### config.mk
export PLATFORM = sky130hd
export DESIGN_NAME = hybrid_ca_pixel_cipher
export DESIGN_NICKNAME = d
export VERILOG_FILES = /design/src/sv/hcpc_pkg.sv /design/src/sv/hcpc_lane.sv /design/src/sv/hcpc_merge.sv /design/src/sv/hybrid_ca_pixel_cipher.sv
export SDC_FILE = /design/constraint.sdc
export NUM_CORES = 1
export LEC_CHECK = 0
export BUFFER_PORTS_ARGS = -buffer_cell sky130_fd_sc_hd__buf_4
export CAP_MARGIN = 0
export CORE_UTILIZATION = 54
export CTS_BUF_LIST = sky130_fd_sc_hd__clkbuf_16
export DETAILED_ROUTE_END_ITERATION = 10
export PLACE_DENSITY = 0.81
export SLEW_MARGIN = 30
export SYNTH_ARGS = -nofsm -noshare
export SYNTH_HDL_FRONTEND = slang
export SYNTH_SLANG_ARGS = --single-unit
### constraint.sdc
create_clock -name clk -period 2.6 [get_ports clk]
set_input_delay 0.39 -clock clk [delete_from_list [all_inputs] [get_ports clk]]
set_output_delay 0.39 -clock clk [all_outputs]
set_load 0.005 [all_outputs]
### src/sv/hcpc_pkg.sv
// Package: rule-string table, cell encoding and the one-generation automaton step.
`timescale 1ns / 1ps
package hcpc_pkg;

  // Fixed field widths
  localparam int CELLS       = 8;
  localparam int KEY_W       = 4;
  localparam int RULE_IDX_W  = KEY_W + 1;
  localparam int RULE_COUNT  = 1 << RULE_IDX_W;
  localparam int CFG_ADDR_W  = 3;
  localparam int CFG_DATA_W  = 32;

  // Default number of automaton generations
  localparam int GENERATIONS_DEF = 7;

  // Register indexes
  localparam logic REG_DECRYPT_MODE = 1'b0;

  // Cell source codes
  localparam logic [1:0] SRC_LEFT  = 2'd0;
  localparam logic [1:0] SRC_RIGHT = 2'd1;
  localparam logic [1:0] SRC_SELF  = 2'd2;

  // Rule letters as ASCII codes
  localparam logic [7:0] LTR_A_UP = "A";
  localparam logic [7:0] LTR_A_LO = "a";
  localparam logic [7:0] LTR_C_UP = "C";
  localparam logic [7:0] LTR_C_LO = "c";
  localparam logic [7:0] LTR_B_UP = "B";
  localparam logic [7:0] LTR_B_LO = "b";

  typedef logic [CELLS-1:0] cell_byte_t;

  typedef struct packed {
    logic [1:0] src;
    logic       inv;
  } cell_t;

  // One cell per bit, indexed by bit number (bit 7 is string position 0)
  typedef cell_t [CELLS-1:0] rule_t;

  // Rule strings indexed by {key nibble, mode}; first letter sits in the top byte
  localparam logic [8*CELLS-1:0] RULE_TEXT [RULE_COUNT] = '{
    "AAAaaAaa", "CCccCccC", "AaaAaaAA", "ccCccCCC",
    "aAaaAAAa", "CccCCCcc", "aaAAAaaA", "cCCCccCc",
    "CCcCCccc", "aAAaAAaa", "ccCCcCCc", "aaaAAaAA",
    "CcccCCcC", "AAaaaAAa", "cCCcccCC", "AaAAaaaA",
    "BBbBCaca", "BBbBcAca", "bcABcABb", "bCaBCaBb",
    "CabbBCaB", "cAbbBcAB", "bBCabbCA", "bBcAbbCA",
    "bcACAbbB", "bCaCAbbB", "bBbcACAb", "bBbCaCAb",
    "CABcaBbb", "CABcaBbb", "BbcAbcAB", "BbCabCaB"
  };

  // Decode one rule letter into a cell control
  function automatic cell_t letter_to_cell(input logic [7:0] ch);
    cell_t c;
    case (ch)
      LTR_A_UP: c = '{src: SRC_LEFT,  inv: 1'b0};
      LTR_A_LO: c = '{src: SRC_LEFT,  inv: 1'b1};
      LTR_C_UP: c = '{src: SRC_RIGHT, inv: 1'b0};
      LTR_C_LO: c = '{src: SRC_RIGHT, inv: 1'b1};
      LTR_B_UP: c = '{src: SRC_SELF,  inv: 1'b0};
      LTR_B_LO: c = '{src: SRC_SELF,  inv: 1'b1};
      default:  c = '{src: SRC_SELF,  inv: 1'b0};
    endcase
    return c;
  endfunction

  // Look up the rule for a {key nibble, mode} index
  function automatic rule_t rule_lookup(input logic [RULE_IDX_W-1:0] idx);
    rule_t r;
    logic [8*CELLS-1:0] txt;
    txt = RULE_TEXT[idx];
    for (int b = 0; b < CELLS; b++) begin
      r[b] = letter_to_cell(txt[b*8 +: 8]);
    end
    return r;
  endfunction

  // One generation over a cyclic byte: left neighbor is the next higher bit
  function automatic cell_byte_t ca_step(input cell_byte_t x, input rule_t r);
    cell_byte_t y;
    logic v;
    for (int b = 0; b < CELLS; b++) begin
      case (r[b].src)
        SRC_LEFT:  v = x[3'(b + 1)];
        SRC_RIGHT: v = x[3'(b + CELLS - 1)];
        default:   v = x[b];
      endcase
      y[b] = v ^ r[b].inv;
    end
    return y;
  endfunction

endpackage

### src/sv/hcpc_lane.sv
// One channel lane: a pipeline of automaton generations, one generation per stage.
`timescale 1ns / 1ps
module hcpc_lane #(
  parameter int GENERATIONS = hcpc_pkg::GENERATIONS_DEF
) (
  input  logic                                  clk,
  input  logic [GENERATIONS-1:0]                stage_load,
  input  hcpc_pkg::rule_t [GENERATIONS-1:0]     stage_rule,
  input  hcpc_pkg::cell_byte_t                  byte_in,
  output hcpc_pkg::cell_byte_t                  byte_out
);
  import hcpc_pkg::*;

  cell_byte_t data_r   [GENERATIONS];
  cell_byte_t data_nxt [GENERATIONS];
  cell_byte_t stage_q  [GENERATIONS];

  genvar k;
  generate
    for (k = 0; k < GENERATIONS; k++) begin : g_stage
      // Apply one generation to what this stage holds
      assign stage_q[k] = ca_step(data_r[k], stage_rule[k]);

      // Pick the stage input: the pixel byte or the previous stage's result
      if (k == 0) begin : g_first
        assign data_nxt[k] = byte_in;
      end else begin : g_rest
        assign data_nxt[k] = stage_q[k-1];
      end

      // Load when the stage advances, hold otherwise
      always_ff @(posedge clk) begin
        if (stage_load[k]) begin
          data_r[k] <= data_nxt[k];
        end
      end
    end
  endgenerate

  assign byte_out = stage_q[GENERATIONS-1];

endmodule

### src/sv/hcpc_merge.sv
// Output stage: gathers the three lane results into one registered result item.
`timescale 1ns / 1ps
module hcpc_merge (
  input  logic                 clk,
  input  logic                 rst_n,
  input  logic                 last_valid,
  input  hcpc_pkg::cell_byte_t red_q,
  input  hcpc_pkg::cell_byte_t green_q,
  input  hcpc_pkg::cell_byte_t blue_q,
  output logic                 out_space,
  output logic                 out_tvalid,
  input  logic                 out_tready,
  output logic [23:0]          out_tdata    // red_out[7:0], green_out[15:8], blue_out[23:16]
);
  import hcpc_pkg::*;

  logic        out_valid_r;
  logic        out_valid_nxt;
  logic [23:0] out_data_r;
  logic        load;

  // Room for a new item when empty or when the held one leaves now
  assign out_space = !out_valid_r || out_tready;
  assign load      = last_valid && out_space;

  always_comb begin
    out_valid_nxt = out_valid_r;
    if (out_space) begin
      out_valid_nxt = last_valid;
    end
  end

  // Clear the valid flag under reset
  always_ff @(posedge clk) begin
    if (!rst_n) begin
      out_valid_r <= 1'b0;
    end else begin
      out_valid_r <= out_valid_nxt;
    end
  end

  // Pack the lanes, red in the low byte
  always_ff @(posedge clk) begin
    if (load) begin
      out_data_r <= {blue_q, green_q, red_q};
    end
  end

  assign out_tvalid = out_valid_r;
  assign out_tdata  = out_data_r;

endmodule

### src/sv/hybrid_ca_pixel_cipher.sv
// Top level: hybrid cellular-automaton pixel cipher with three channel lanes.
// Each pixel item runs through GENERATIONS pipeline stages, one automaton
// generation per stage, in three identical lanes (red, green, blue) that share
// the rule selected by the key nibble and decrypt_mode; an output register then
// packs the three bytes into one result item. The block takes one item every
// cycle while the pipeline has room. The accepting edge loads the first stage
// register, and the item then passes the remaining GENERATIONS - 1 stage
// registers and the output register before out_tvalid rises. A stall at the
// output fills bubbles in the pipeline first, so input items keep being taken
// until every stage is full.
// decrypt_mode sits at byte address 0 of the APB port and is read back there.
`timescale 1ns / 1ps
module hybrid_ca_pixel_cipher #(
  parameter int GENERATIONS = hcpc_pkg::GENERATIONS_DEF
) (
  input  logic                            clk,
  input  logic                            rst_n,
  // Input stream
  input  logic                            in_tvalid,
  output logic                            in_tready,
  input  logic [31:0]                     in_tdata,   // red_in[7:0], green_in[15:8],
                                                      // blue_in[23:16], rule_set[27:24]
  // Result stream
  output logic                            out_tvalid,
  input  logic                            out_tready,
  output logic [23:0]                     out_tdata,  // red_out[7:0], green_out[15:8],
                                                      // blue_out[23:16]
  // Configuration port
  input  logic                            cfg_psel,
  input  logic                            cfg_penable,
  input  logic                            cfg_pwrite,
  input  logic [hcpc_pkg::CFG_ADDR_W-1:0] cfg_paddr,
  input  logic [hcpc_pkg::CFG_DATA_W-1:0] cfg_pwdata,
  output logic [hcpc_pkg::CFG_DATA_W-1:0] cfg_prdata,
  output logic                            cfg_pready
);
  import hcpc_pkg::*;

  logic                      decrypt_mode_r;
  logic                      decrypt_mode_nxt;
  logic                      cfg_wr;
  logic                      reg_sel;

  logic [GENERATIONS-1:0]    valid_r;
  logic [GENERATIONS-1:0]    valid_nxt;
  logic [GENERATIONS-1:0]    prev_valid;
  logic [GENERATIONS:0]      space;
  rule_t [GENERATIONS-1:0]   rule_r;
  rule_t [GENERATIONS-1:0]   rule_nxt;
  rule_t                     in_rule;
  logic                      out_space;

  cell_byte_t                red_q;
  cell_byte_t                green_q;
  cell_byte_t                blue_q;

  // Configuration write and read-back
  assign cfg_pready = 1'b1;
  assign cfg_wr     = cfg_psel && cfg_penable && cfg_pwrite && cfg_pready;
  assign reg_sel    = cfg_paddr[CFG_ADDR_W-1];

  always_comb begin
    decrypt_mode_nxt = decrypt_mode_r;
    if (cfg_wr && (reg_sel == REG_DECRYPT_MODE)) begin
      decrypt_mode_nxt = cfg_pwdata[0];
    end
  end

  always_ff @(posedge clk) begin
    if (!rst_n) begin
      decrypt_mode_r <= 1'b0;
    end else begin
      decrypt_mode_r <= decrypt_mode_nxt;
    end
  end

  always_comb begin
    cfg_prdata = '0;
    if (reg_sel == REG_DECRYPT_MODE) begin
      cfg_prdata[0] = decrypt_mode_r;
    end
  end

  // Select the rule for the incoming item
  assign in_rule = rule_lookup({in_tdata[24 +: KEY_W], decrypt_mode_r});

  // Stage control: a stage loads when empty or when the next one takes its item
  assign space[GENERATIONS] = out_space;
  assign in_tready          = space[0];

  genvar k;
  generate
    for (k = 0; k < GENERATIONS; k++) begin : g_ctl
      assign space[k] = !valid_r[k] || space[k+1];

      if (k == 0) begin : g_first
        assign prev_valid[k] = in_tvalid;
        assign rule_nxt[k]   = in_rule;
      end else begin : g_rest
        assign prev_valid[k] = valid_r[k-1];
        assign rule_nxt[k]   = rule_r[k-1];
      end

      assign valid_nxt[k] = space[k] ? prev_valid[k] : valid_r[k];

      // Advance the rule alongside the item
      always_ff @(posedge clk) begin
        if (space[k]) begin
          rule_r[k] <= rule_nxt[k];
        end
      end
    end
  endgenerate

  always_ff @(posedge clk) begin
    if (!rst_n) begin
      valid_r <= '0;
    end else begin
      valid_r <= valid_nxt;
    end
  end

  // Three channel lanes
  hcpc_lane #(.GENERATIONS(GENERATIONS)) u_lane_red (
    .clk        (clk),
    .stage_load (space[GENERATIONS-1:0]),
    .stage_rule (rule_r),
    .byte_in    (in_tdata[7:0]),
    .byte_out   (red_q)
  );

  hcpc_lane #(.GENERATIONS(GENERATIONS)) u_lane_green (
    .clk        (clk),
    .stage_load (space[GENERATIONS-1:0]),
    .stage_rule (rule_r),
    .byte_in    (in_tdata[15:8]),
    .byte_out   (green_q)
  );

  hcpc_lane #(.GENERATIONS(GENERATIONS)) u_lane_blue (
    .clk        (clk),
    .stage_load (space[GENERATIONS-1:0]),
    .stage_rule (rule_r),
    .byte_in    (in_tdata[23:16]),
    .byte_out   (blue_q)
  );

  // Merge the lanes into the result register
  hcpc_merge u_merge (
    .clk        (clk),
    .rst_n      (rst_n),
    .last_valid (valid_r[GENERATIONS-1]),
    .red_q      (red_q),
    .green_q    (green_q),
    .blue_q     (blue_q),
    .out_space  (out_space),
    .out_tvalid (out_tvalid),
    .out_tready (out_tready),
    .out_tdata  (out_tdata)
  );

  // Input is refused only when every stage and the output register are full
  a_full_stall: assert property (@(posedge clk) disable iff (!rst_n)
    !in_tready |-> ((&valid_r) && out_tvalid && !out_tready))
    else $error("input stalled with room in the pipeline");

  // An accepted item occupies the first stage next cycle
  a_accept_fill: assert property (@(posedge clk) disable iff (!rst_n)
    (in_tvalid && in_tready) |=> valid_r[0])
    else $error("accepted item lost at first stage");

  // The mode changes only through a configuration write
  a_mode_write: assert property (@(posedge clk) disable iff (!rst_n)
    !cfg_wr |=> $stable(decrypt_mode_r))
    else $error("decrypt_mode changed without a write");

  // A full last stage under an output stall keeps its item
  a_last_hold: assert property (@(posedge clk) disable iff (!rst_n)
    (valid_r[GENERATIONS-1] && !out_space) |=> valid_r[GENERATIONS-1])
    else $error("last stage dropped an item under stall");

endmodule

; ---- Yosys cells after proc, flatten, opt, wreduce, memory -nomap -nowiden
; Memories as Yosys holds them, arrays and structs flattened.
; Index checks and enable logic that the tools add are counted.
; W data, S select, Z words.
[word_totals]
register_bits = 201
latch_bits = 0
ramBits = 168
romBits = 2048
inputBits = 74
output_inout_bits = 59
wordCells = 676
memories = 4
[classes]
n_addsub = 0
mul = 0
div = 0
order_cmp = 1
eq_ne = 96
n_shift = 0
mux = 193
bitwise = 170
reduce_logical = 90
[memory_table]
columns = memory, words, width, read_ports, rd_ports_with_merged_regs, wr, line_no
row1 = (name not given), 32, 64, 1, 0, 0, hcpc_pkg.sv:73  ; txt = RULE_TEXT[idx];
row2 = u_lane_blue.data_r, 7, 8, 7, 0, 7, hcpc_lane.sv:14  ; cell_byte_t data_r [GENERATIONS];
row3 = u_lane_green.data_r, 7, 8, 7, 0, 7, hcpc_lane.sv:14
row4 = u_lane_red.data_r, 7, 8, 7, 0, 7, hcpc_lane.sv:14
[ops]
columns = cell, count
row1 = $eq A8 B7 Y1 const B, 40
row2 = $pmux W1 S2, 126
row3 = $xor A1 B1 Y1, 168
row4 = $mux W64, 2
row5 = $pmux W3 S5, 8
row6 = $eq A2 B1 Y1 const B, 56
row7 = $logic_not A2 Y1, 56
row8 = $mux W1, 57
row9 = $reduce_or A2 Y1, 14
row10 = $logic_not A1 Y1, 8
row11 = $logic_or A1 B1 Y1, 8
row12 = $ge A6 B6 Y1 const B, 1
row13 = $not A5 Y6, 1
row14 = $logic_and A1 B1 Y1, 4
row15 = $not A1 Y1, 1

; ---- Logic depth before layout (Yosys ltp)
; Gate-level depths: netlist of the first run.
[logic_depth]
word_depth = 11
mapped_depth = 7
ltp_nobuf = 6

; ---- By module
; A second synthesis of the first run with hierarchy kept.
[hier_totals]
cells_unflattened = 1029
hier_area_um2 = 16126.7
[by_module_without_submodules]
columns = mod, n_inst, cells_per_inst, area_per_inst_um2, seq_area_each_um2
row1 = hcpc_lane, 3, 210, 2960.3, 1681.6
row2 = hybrid_ca_pixel_cipher, 1, 370, 6467.5, 5205.0
row3 = hcpc_merge, 1, 29, 778.2, 740.7

; ---- Worst setup path before layout of the first run
; No wires, ideal clock.
[synth_timing]
path_kind = input to register
startpoint = input port out_tready
endpoint = register rule_r, in the netlist rule_nxt[120] (enable)
setup_ps = 768
arrival_ps = 1944
t_required_ps = 1832
setup_slack_ps = -112
stages = 2
path_buffers = 0
cell_sequence = nor2b_1 > nand4_1
[synth_between]
elab_chain_cells = 4
[synth_lines]
columns = element, line_no
row1 = start: declaration, hybrid_ca_pixel_cipher.sv:25  ; input logic out_tready,
row2 = $logic_or A1 B1 Y1, hcpc_merge.sv:23  ; assign out_space = !out_valid_r || out_tready;
row3 = $logic_or A1 B1 Y1 (3 in a row), hybrid_ca_pixel_cipher.sv:94  ; assign space[k] = !valid_r[k] || space[k+1];
row4 = via space[4], hybrid_ca_pixel_cipher.sv:47  ; logic [GENERATIONS:0] space;
row5 = end signal: indexed assignment, hybrid_ca_pixel_cipher.sv:109  ; rule_r[k] <= rule_nxt[k];
row6 = end: declaration, hybrid_ca_pixel_cipher.sv:48  ; rule_t [GENERATIONS-1:0] rule_r;
; The timed path passes the listed nets, and every way through them passes these cells.
; A chain may end at the register's enable or synchronous reset.

; ---- Final worst setup path of the first run
[layout_timing]
startpoint = register valid_r[6]
endpoint = output port in_tready
[layout_between]
elab_chain_cells = 8
[layout_lines]
columns = element, line_no
row1 = start: declaration, hybrid_ca_pixel_cipher.sv:44  ; logic [GENERATIONS-1:0] valid_r;
row2 = start signal: assignment, hybrid_ca_pixel_cipher.sv:119  ; valid_r <= valid_nxt;
row3 = $logic_not A1 Y1, hybrid_ca_pixel_cipher.sv:94
row4 = $logic_or A1 B1 Y1 (7 in a row), hybrid_ca_pixel_cipher.sv:94
row5 = end: declaration, hybrid_ca_pixel_cipher.sv:20  ; output logic in_tready,
; No other way between the ends.

==> summary.txt, run 1 <==
Run status
  • Status: finished, violations left
  • Failing checks: design-rule violations

Route
  • Avg Vias per Cell: 5.00
  • DRT Pass-1 Iters: 9
  • Detailed Route WL: 19500 um
  • Initial DRC count: 301
  • DRC errors left: 6
  • Final ANT Viol Nets: 0
  • Avg WL per Cell: 14.0 um
  • Via count: 6944

Global route
  • Vias in the first global route: 6917
  • Maximum number of pins on one net before global-route repair: 46
  • Initial antenna violation count: 0
  • Global route total overflow: 0
  • GRT Overall Usage: 14.4%
  • First-pass GRT wire length: 32100 um

Cells and area
  • Register Area: 0.0101 mm2
  • Area grow syn2layout: 12.9%
  • Final nets: 1114
  • Final Util: 62.6%
  • Finished Layout Cells: 1388
  • Share of cells above drive strength 1: 12.1%
  • Ant diodes: 0
  • Filler cell count: 1910
  • Final instance area: 0.0165 mm2
  • Footprint of the multi-input gates: 0.00422 mm2

Logic synthesis
  • Mapped Cells: 936
  • Xor/xnor share of the synthesized area: 10.2%
  • Top cell type's share of synthesized area: 68.4%
  • Flops & latches, synth: 341
  • Post-synthesis mux area share: 8.87%
  • Register area share after synthesis: 69.6%
  • Most instantiated cells after synthesis: edfxtp_1, mux2i_1, xnor2_1
  • Synthesized area: 0.0146 mm2
  • Top_reg_cell synth: edfxtp_1
  • Compound-Gate Fraction of Synth Area: 3.78%
  • Syn_area_per_cell: 15.6 um2
  • Number of synthesized flops with an enable pin: 332
  • Synth cell types: 44
  • Async SR Flop Fraction: 0%
  • Most common cell in the netlist: edfxtp_1
  • Main combinational cell family by area after synthesis: XOR/XNOR gates
  • Synth warnings: 0
  • Synth area leader: edfxtp_1
  • Simple-gate share of the synthesized area: 4.08%
  • Largest cells by area after synthesis: edfxtp_1, mux2i_1, xnor2_1
  • Adder-Cell Fraction of Synth Area: 1.01%

Timing
  • Slew @ Worst Pin: 0.820 ns
  • Max Fclk: 0.411 GHz
  • Clock Skew: 0.0122 ns
  • Fin crit share: 93.6%
  • Slew Limit Fails: 0
  • Final Hold Fails: 0
  • RSZ-0062 raised after global routing: false
  • Slew headroom: 45.2%
  • Final setup vio count: 0
  • Tmin final: 2.43 ns
  • Setup TNS: 0 ns

Clocking
  • CTS tree: done
  • Skew-Pair Late Insertion Delay: 0.51 ns
  • CTS Root Cell: clkbuf_16
  • Num CTS Buffers: 35
  • CTS max path bufs: 3
  • Clk slew on worst S/H paths: 0.06 ns
  • Hold buffers post-CTS: 0
  • Cts repair resizes: 0
  • CTS H-tree depth: 2
  • CTS sink cnt: 341
  • Post-CTS Setup Bufs: 0

Critical path
  • CP endpoint kind: primary output
  • Startpoint types: flip-flop
  • Worst setup path class: reg -> out
  • Worst EP arrival: 2.04 ns
  • Worst EP required: 2.21 ns
  • Max FO, Critical Path: 7

Floorplanning
  • Die area: 0.0276 mm2
  • Core Footprint: 0.0263 mm2
  • # rows: 59
  • Initial Utilization: 55.5%
  • IO Pins: 133
  • Die H: 166 um
  • Die Wd: 166 um

Run
  • Max-cap violations: 0

Placed design
  • # port buffers: 63
  • Routability Congestion: 0.865
  • DP HPWL: 14000 um
  • Placement Cell Area: 0.0153 mm2
  • Post-Place Cells: 1327

Hold path
  • HP Class: in -> reg

Power
  • Tot Pwr: 0.0156 W
  • PD cells: 945 mW/mm2
  • Pleak: 6.42 nW
  • Max IR drop VDD: 0.475 mV
## cells in the final DEF, fill, tap and decap left out, types with 2 or more instances in the layout
cell type	synthesis	final
xnor2_1	86	86
a21boi_0	2	2
buf_4	33	70
edfxtp_1	332	332
inv_1	7	15
dfxtp_1	9	9
mux2i_1	128	128
o21ai_0	38	38
a21oi_1	12	12
nand2_1	59	57
o22ai_1	3	3
nand4_1	2	2
bufinv_16	0	3
nor2b_1	9	7
clkinv_1	0	9
o21a_1	3	3
clkinv_2	0	3
nand2b_1	15	15
a22oi_1	2	2
conb_1	2	32
xor2_1	84	84
clkbuf_16	0	37
ha_1	11	11
inv_2	4	4
nor3_1	3	3
o21ai_1	21	21
nor2_1	33	33
a31oi_1	2	2
nand3b_1	2	2
a211oi_1	6	6
## layer usage
layer  share of wire, %  routed length (um)  GRT usage (%)
met2                 54               10600           27.6
met4                3.1                 606           6.32
met3                3.8                 742           2.91
met1                 39                7540           15.2
met5                  0                   0              0
## cell type report
type / count / share of cell area [%]
clock buffers: 37 / 5.62
clock inverters: 24 / 1.09
inverters: 11 / 0.251
multi-input cells: 570 / 25.6
flip-flops and latches: 341 / 61.7
well taps: 335 / 2.55
repair buffers: 70 / 3.19
## final timing paths
kind,start,end,slack (ns),cells after the start
setup / recovery,valid_r[6],in_tready,0.17,5
hold / removal,in_tdata[1],u_lane_red.data_r[0][1],0.06,1
setup reg to reg,decrypt_mode_r,rule_nxt[30],0.53,6
hold reg to reg,rule_nxt[37],rule_nxt[61],0.44,0
## critical path, stage by stage (launching register included)
cell	delay, ns
dfxtp_1	0.48
nand4_1	0.16
nor3b_2	0.31
and3_4	0.26
nand2_2	0.15
buf_4	0.18
## registers in the layout, summed over array words and instances, names as in the netlist
| register | count |
|---|---|
| u_merge.out_tdata | 24 |
| u_lane_green.data_r | 56 |
| u_merge.out_tvalid | 1 |
| valid_r | 7 |
| rule_r | 20 |
| u_lane_red.data_r | 56 |
| u_lane_blue.data_r | 56 |
| decrypt_mode_r | 1 |
| rule_nxt | 120 |
## through the flow
step	hold WS, ns	setup WS (ns)
finish	0.0554	0.167
global placement	0.424	0.491
CTS	0.0268	0.166
detailed placement	0.427	0.525
global route	0.0325	0.0639
floorplan	0.417	0.0541
## logic make-up (layout without fill, tap and decap cells)
logic type / after synthesis / in the layout
compound gates: 97 / 97
xor+xnor: 170 / 170
fa+ha+maj: 12 / 12
buf+inv: 55 / 142
flops: 341 / 341
mux: 129 / 129
other cells: 2 / 32
simple gates: 130 / 130
## power breakdown
group / leakage (nW) / internal (W) / switching, W
Clock: 0.573 / 0.00286 / 0.00188
Sequential: 3.61 / 0.00775 / 0.000932
Combinational: 2.24 / 0.00121 / 0.000922
No activity file was read; power rests on OpenSTA's default activity.
==> inputs of run 2 (changes only) <==
--- a/config.mk
+++ b/config.mk
@@ -10,3 +10,2 @@
 export CORE_UTILIZATION = 54
-export CTS_BUF_LIST = sky130_fd_sc_hd__clkbuf_16
 export DETAILED_ROUTE_END_ITERATION = 10
==> constraint.sdc (replaced) <==
create_clock -name clk -period 2.6 [get_ports clk]
set_input_delay 0 -clock clk [delete_from_list [all_inputs] [get_ports clk]]
set_output_delay 0 -clock clk [all_outputs]
set_load 0.005 [all_outputs]
==> run 2 against run 1 <==
  * Clock-buffer cell count rose by 12
  * First-iteration DRC count decreased by 21%
  * Highest routed layer unchanged
  * Fmax rose by 1.8%
  * Flip-flop and latch count is the same
  * Die area unchanged
  * Critical path type is now reg -> reg
  * The run still ends with design-rule violations left
  * Largest cell class unchanged
  * Register-to-register slack worse by 0.32 ns
  * Sequential power is essentially flat
  * Cell count rose by 2.3%
==> summary.txt, run 2 (synthesis gave the netlist of run 1 again) <==
Timing
  • Slew @ Worst Pin: 0.836 ns (+0.0153 ns)
  • Max Fclk: 0.419 GHz (+1.8%)
  • RSZ-0062 raised after global routing: false
  • Slew Limit Fails: 0 (unchanged)
  • Clock Skew: 0.00732 ns (-0.00489 ns)
  • Setup TNS: 0 ns (unchanged)
  • Final setup vio count: 0 (unchanged)
  • Final setup margin: 0.211 ns (+0.0435 ns)
  • Fin crit share: 91.9% (-1.7 points)
  • Slew headroom: 44.2% (-1.0 points)
  • Final Hold Fails: 0 (unchanged)
  • Tmin final: 2.39 ns (-0.0435 ns)

Route
  • Avg Vias per Cell: 4.97 (-0.71%)
  • Detailed Route WL: 19900 um (+1.9%)
  • DRC errors left: 4 (-2)
  • Met2 wire length: 10800 um (+2.2%)
  • Top sig layer: met4
  • Via count: 7054 (+1.6%)
  • Met1 wire length: 7690 um (+2.0%)
  • DRT Pass-1 Iters: 7 (-2)
  • Avg WL per Cell: 14.0 um (-0.41%)
  • Final ANT Viol Nets: 0 (unchanged)
  • DR WL met3: 719 um (-3.1%)
  • Initial DRC count: 239 (-21%)

Placed design
  • DP HPWL: 13900 um (-0.55%)
  • Post-Place Cells: 1325 (-0.15%)
  • Pre-CTS WS: 0.517 ns (-0.00774 ns)
  • # port buffers: 63 (unchanged)
  • Routability Congestion: 0.844 (-2.4%)

Critical path
  • CP endpoint kind: flip-flop
  • Worst setup path class: reg -> reg
  • Reg2reg setup slack: 0.21 ns (-0.32 ns)
  • R2r startpoint: valid_r[6]
  • Startpoint types: flip-flop
  • FF-to-FF End: valid_r[0]
  • Worst-case reg-to-reg path depth: 6 (unchanged)
  • Worst EP arrival: 2.83 ns (+0.79 ns)
  • Max FO, Critical Path: 45 (+38)
  • Worst EP required: 3.04 ns (+0.83 ns)

Cells and area
  • Most frequent cells in the layout: edfxtp_1, mux2i_1, xnor2_1
  • Register Area: 0.0101 mm2 (unchanged)
  • Ant diodes: 0 (unchanged)
  • Share of cells above drive strength 1: 11.3% (-0.72 points)
  • Filler cell count: 1870 (-2.1%)
  • Most common cell after layout, fill and taps aside: edfxtp_1
  • Area grow syn2layout: 15.2%
  • Footprint of the multi-input gates: 0.00422 mm2 (about the same)
  • Final nets: 1146 (+2.9%)
  • Finished Layout Cells: 1420 (+2.3%)
  • Max reg flops: 120 (unchanged)

Hold path
  • HP Class: in -> reg
  • Worst hold endpoint: rule_nxt[35]
  • Hold Path Stages: 3 (+2)
  • Hold Crit Start: in_tdata[26]

Global route
  • Initial antenna violation count: 0 (unchanged)
  • Global route total overflow: 0 (unchanged)
  • First-pass GRT wire length: 32200 um (+0.30%)
  • GRT Overall Usage: 14.5% (+0.075 points)
  • Maximum number of pins on one net before global-route repair: 46 (unchanged)
  • Vias in the first global route: 6971 (+0.78%)

Power
  • PD cells: 929 mW/mm2 (-1.7%)
  • Pleak: 6.52 nW (+1.5%)
  • Tot Pwr: 0.0156 W (+0.28%)
  • Max IR drop VDD: 0.450 mV (-5.2%)

Clocking
  • Num CTS Buffers: 34 (-2.9%)
  • CTS H-tree depth: 2 (unchanged)
  • CTS max path bufs: 3 (unchanged)
  • Skew-Pair Late Insertion Delay: 0.51 ns (about the same)
  • Clk slew on worst S/H paths: 0.06 ns (about the same)
  • CTS sink cnt: 341 (unchanged)
  • Hold buffers post-CTS: 35 (+35)
  • CTS tree: done
  • Cts repair resizes: 0 (unchanged)
  • CTS Root Cell: clkbuf_16
  • Post-CTS Setup Bufs: 0 (unchanged)

Floorplanning
  • Core Footprint: 0.0263 mm2 (unchanged)
  • IO Pins: 133 (unchanged)
  • Die H: 166 um (unchanged)
  • Die area: 0.0276 mm2 (unchanged)
  • # rows: 59 (unchanged)
  • Die Wd: 166 um (unchanged)
  • Initial Utilization: 55.5% (unchanged)

Run
  • Max-cap violations: 0 (unchanged)

Run status
  • Status: finished, violations left
  • Failing checks: design-rule violations
[run 2: cell count changes in the layout (fill, tap and decap cells not counted), sizes merged]
cell / before / now
inv: 20 / 11
clkinv: 12 / 8
dlygate4sd3: 0 / 35
clkbuf: 37 / 49
buf: 70 / 68
[run 2: worst max path at each step]
stage | startpoint | cells past startpoint | slack, ns | to
floorplan | u_merge.out_tvalid | 2 | 0.01 | rule_nxt[120]
global placement | u_merge.out_tvalid | 2 | 0.61 | u_lane_blue.data_r[5][5]
detailed placement | u_merge.out_tvalid | 2 | 0.52 | u_lane_green.data_r[5][5]
CTS | valid_r[6] | 6 | 0.24 | valid_r[0]
global route | valid_r[6] | 6 | 0.04 | valid_r[0]
finish | valid_r[6] | 6 | 0.21 | valid_r[0]
[run 2: report_power, final]
| group | switching, W | internal [W] |
|---|---|---|
| combinational | 0.000928 | 0.00125 |
| clock | 0.00184 | 0.00289 |
| sequential | 0.000943 | 0.00775 |
[run 2: layout make-up]
type                            count  area share, %
Tap cell                          335           2.50
Inverter                           11          0.246
Clock buffer                       49           5.78
Timing Repair Buffer              103           5.13
Clock inverter                     11          0.730
Sequential cell                   341           60.5
Multi-Input combinational cell    570           25.1
[run 2: stage by stage]
step                cell area (um2)  hold slack [ns]  utilization [%]
global placement              15300            0.180             58.3
finish                        16800           0.0689             63.9
detailed placement            15300            0.179             58.3
floorplan                     14700           0.0269                -
global route                  16800           0.0801             63.9
CTS                           16800           0.0456             63.8
[run 2: worst max-delay path: stages (launching register included)]
cell           delay, ns
dfxtp_1             0.51
nand4_1             0.17
nor3b_2             0.31
and3_4              0.26
inv_2               0.30
o21ai_2             0.23
dlygate4sd3_1       0.55
[run 2: metal layers]
| metal | track usage (%) | vias to the layer above |
|---|---|---|
| met5 | 0 | - |
| met4 | 6.48 | 0 |
| met3 | 2.93 | 53 |
| met2 | 28.0 | 138 |
| met1 | 14.9 | 3243 |
| li1 | - | 3620 |
==> inputs of run 3 (changes only) <==
Settings changed: CORE_UTILIZATION 54 to 59, PLACE_DENSITY 0.81 to 0.84.
Clock period 2.6 ns to 2.37 ns, I/O delays scaled along.
==> run 3 against run 2 <==
  * The flow now finishes without violations
  * First-iteration DRC count increased by 27%
  * Wire length rose by 1.1%
  * Flip-flop and latch count stayed put
  * Die area is 8.4% lower
  * Largest cell class unchanged
  * Sequential power rose by 9.8%
  * Register-to-register slack improved by 0.09 ns
  * Utilization is 5.2 points higher
  * Setup slack worse by 0.045 ns
  * Total power up 8.2%
  * Design area down 0.19%
  * Critical endpoint is now in_tready
  * Sequential share of layout area up 0.13 points
  * Via count up 1.3%
==> summary.txt, run 3 (synthesis gave the netlist of run 1 again) <==
Timing
  • RSZ-0062 raised after global routing: false
  • Clock Skew: 0.0191 ns (+0.0118 ns)
  • Final setup vio count: 0 (unchanged)
  • Slew headroom: 63.1% (+19 points)
  • Final setup margin: 0.166 ns (-0.0449 ns)
  • Fin crit share: 93.0%
  • Max Fclk: 0.454 GHz
  • Slew @ Worst Pin: 0.554 ns (-0.281 ns)
  • Slew Limit Fails: 0 (unchanged)
  • Final Hold Fails: 0 (unchanged)
  • Tmin final: 2.20 ns

Clocking
  • CTS Root Cell: clkbuf_16
  • Skew-Pair Late Insertion Delay: 0.50 ns (about the same)
  • Clk slew on worst S/H paths: 0.06 ns (about the same)
  • CTS H-tree depth: 2 (unchanged)
  • CTS sink cnt: 341 (unchanged)
  • CTS max path bufs: 3 (unchanged)
  • Num CTS Buffers: 34 (unchanged)
  • CTS tree: done

Critical path
  • Startpoint types: flip-flop
  • Worst EP required: 2.37 ns (-0.67 ns)
  • Max FO, Critical Path: 45 (unchanged)
  • Worst EP arrival: 2.20 ns (-0.63 ns)
  • Reg2reg setup slack: 0.30 ns (+0.09 ns)
  • CP endpoint kind: primary output
  • Worst setup path class: reg -> out

Floorplanning
  • Die Wd: 159 um (-4.3%)
  • Die H: 159 um (-4.3%)
  • # rows: 57 (-3.4%)
  • Core Footprint: 0.0242 mm2 (-7.7%)
  • Initial Utilization: 60.1% (+4.6 points)
  • IO Pins: 133 (unchanged)
  • Die area: 0.0253 mm2 (-8.4%)

Global route
  • GRT Overall Usage: 16.1% (+1.6 points)
  • Global route total overflow: 0 (unchanged)
  • Maximum number of pins on one net before global-route repair: 46 (unchanged)
  • Vias in the first global route: 7315 (+4.9%)
  • First-pass GRT wire length: 32800 um (+2.0%)
  • Initial antenna violation count: 0 (unchanged)

Route
  • Via count: 7148 (+1.3%)
  • Avg WL per Cell: 14.2 um (+1.6%)
  • Initial DRC count: 303 (+27%)
  • Final ANT Viol Nets: 0 (unchanged)
  • Detailed Route WL: 20100 um (+1.1%)
  • DRC errors left: 0 (-4)
  • DRT Pass-1 Iters: 4 (-3)
  • Avg Vias per Cell: 5.06 (+1.8%)

Power
  • Pleak: 6.51 nW (about the same)
  • PD cells: 1010 mW/mm2 (+8.4%)
  • Max IR drop VDD: 0.496 mV (+10%)

Cells and area
  • Filler cell count: 1599 (-14%)
  • Most common cell after layout, fill and taps aside: edfxtp_1
  • Final instance area: 0.0168 mm2 (-0.19%)
  • Ant diodes: 0 (unchanged)
  • Final nets: 1149 (+0.26%)
  • Share of cells above drive strength 1: 12.1% (+0.78 points)
  • Area grow syn2layout: 15.0%
  • Max reg flops: 120 (unchanged)
  • Most frequent cells in the layout: edfxtp_1, mux2i_1, xnor2_1

Placed design
  • Placement Cell Area: 0.0153 mm2 (about the same)
  • Pre-CTS WS: 0.470 ns (-0.0473 ns)
  • # port buffers: 63 (unchanged)
  • Routability Congestion: 0.839 (-0.52%)
  • DP HPWL: 14000 um (+0.29%)

Hold path
  • HP Class: in -> reg

Run status
  • Status: completed

Run
  • Max-cap violations: 0 (unchanged)
-- run 3: repair_timing --
action | CTS | global route
setup endpoints to repair | 0 | 2
hold buffers | 36 | 0
hold endpoints to repair | 39 | 0
buffers inserted | 0 | 0
gates resized for setup | 0 | 4
-- run 3: power breakdown --
group / internal (W) / switching [W] / leakage [nW]
Sequential: 0.00850 / 0.00104 / 3.61
Combinational: 0.00137 / 0.00106 / 2.39
Clock: 0.00289 / 0.00201 / 0.514
-- run 3: worst max-delay path, stage by stage, from the launching register on --
cell and delay [ns]:
dfxtp_1 0.42, nand4_1 0.17, nor3b_4 0.27, and3_4 0.25, nand2_2 0.06, buf_4 0.29, buf_4 0.22
-- run 3: area by class of cell --
| cell class | count | area [um2] | area share [%] |
|---|---|---|---|
| Sequential cell | 341 | 10200 | 60.6 |
| Multi-Input combinational cell | 570 | 4230 | 25.2 |
| Clock buffer | 47 | 941 | 5.62 |
| Timing Repair Buffer | 106 | 886 | 5.29 |
| Tap cell | 324 | 405 | 2.42 |
| Clock inverter | 14 | 97.6 | 0.583 |
| Inverter | 11 | 43.8 | 0.261 |
-- run 3: final timing paths --
path	cells past startpoint	from	endpoint
max	6	valid_r[5]	in_tready
min	3	in_tdata[26]	rule_nxt[35]
max reg2reg	6	valid_r[5]	valid_r[0]
min reg2reg	0	rule_nxt[71]	rule_nxt[95]
-- run 3: layer usage --
metal / up-vias / routed length [um] / global-route usage (%)
met5: - / 0 / 0
met4: 0 / 502 / 6.51
met3: 44 / 691 / 3.13
met2: 117 / 11600 / 32.7
met1: 3363 / 7310 / 15.7
li1: 3624 / - / -
-- run 3: per-stage QoR --
stage | TNS (ns) | hold WS [ns] | utilization [%] | cells | power [W]
global route | 0 | 0.0807 | 69.1 | 1413 | 0.0176
detailed placement | 0 | 0.179 | 63.3 | 1316 | 0.0120
floorplan | -6.41 | 0.0269 | - | 966 | 0.0113
finish | 0 | 0.0714 | 69.1 | 1413 | 0.0169
global placement | 0 | 0.179 | 63.3 | 1316 | 0.0119
CTS | 0 | 0.0409 | 69.0 | 1413 | 0.0171
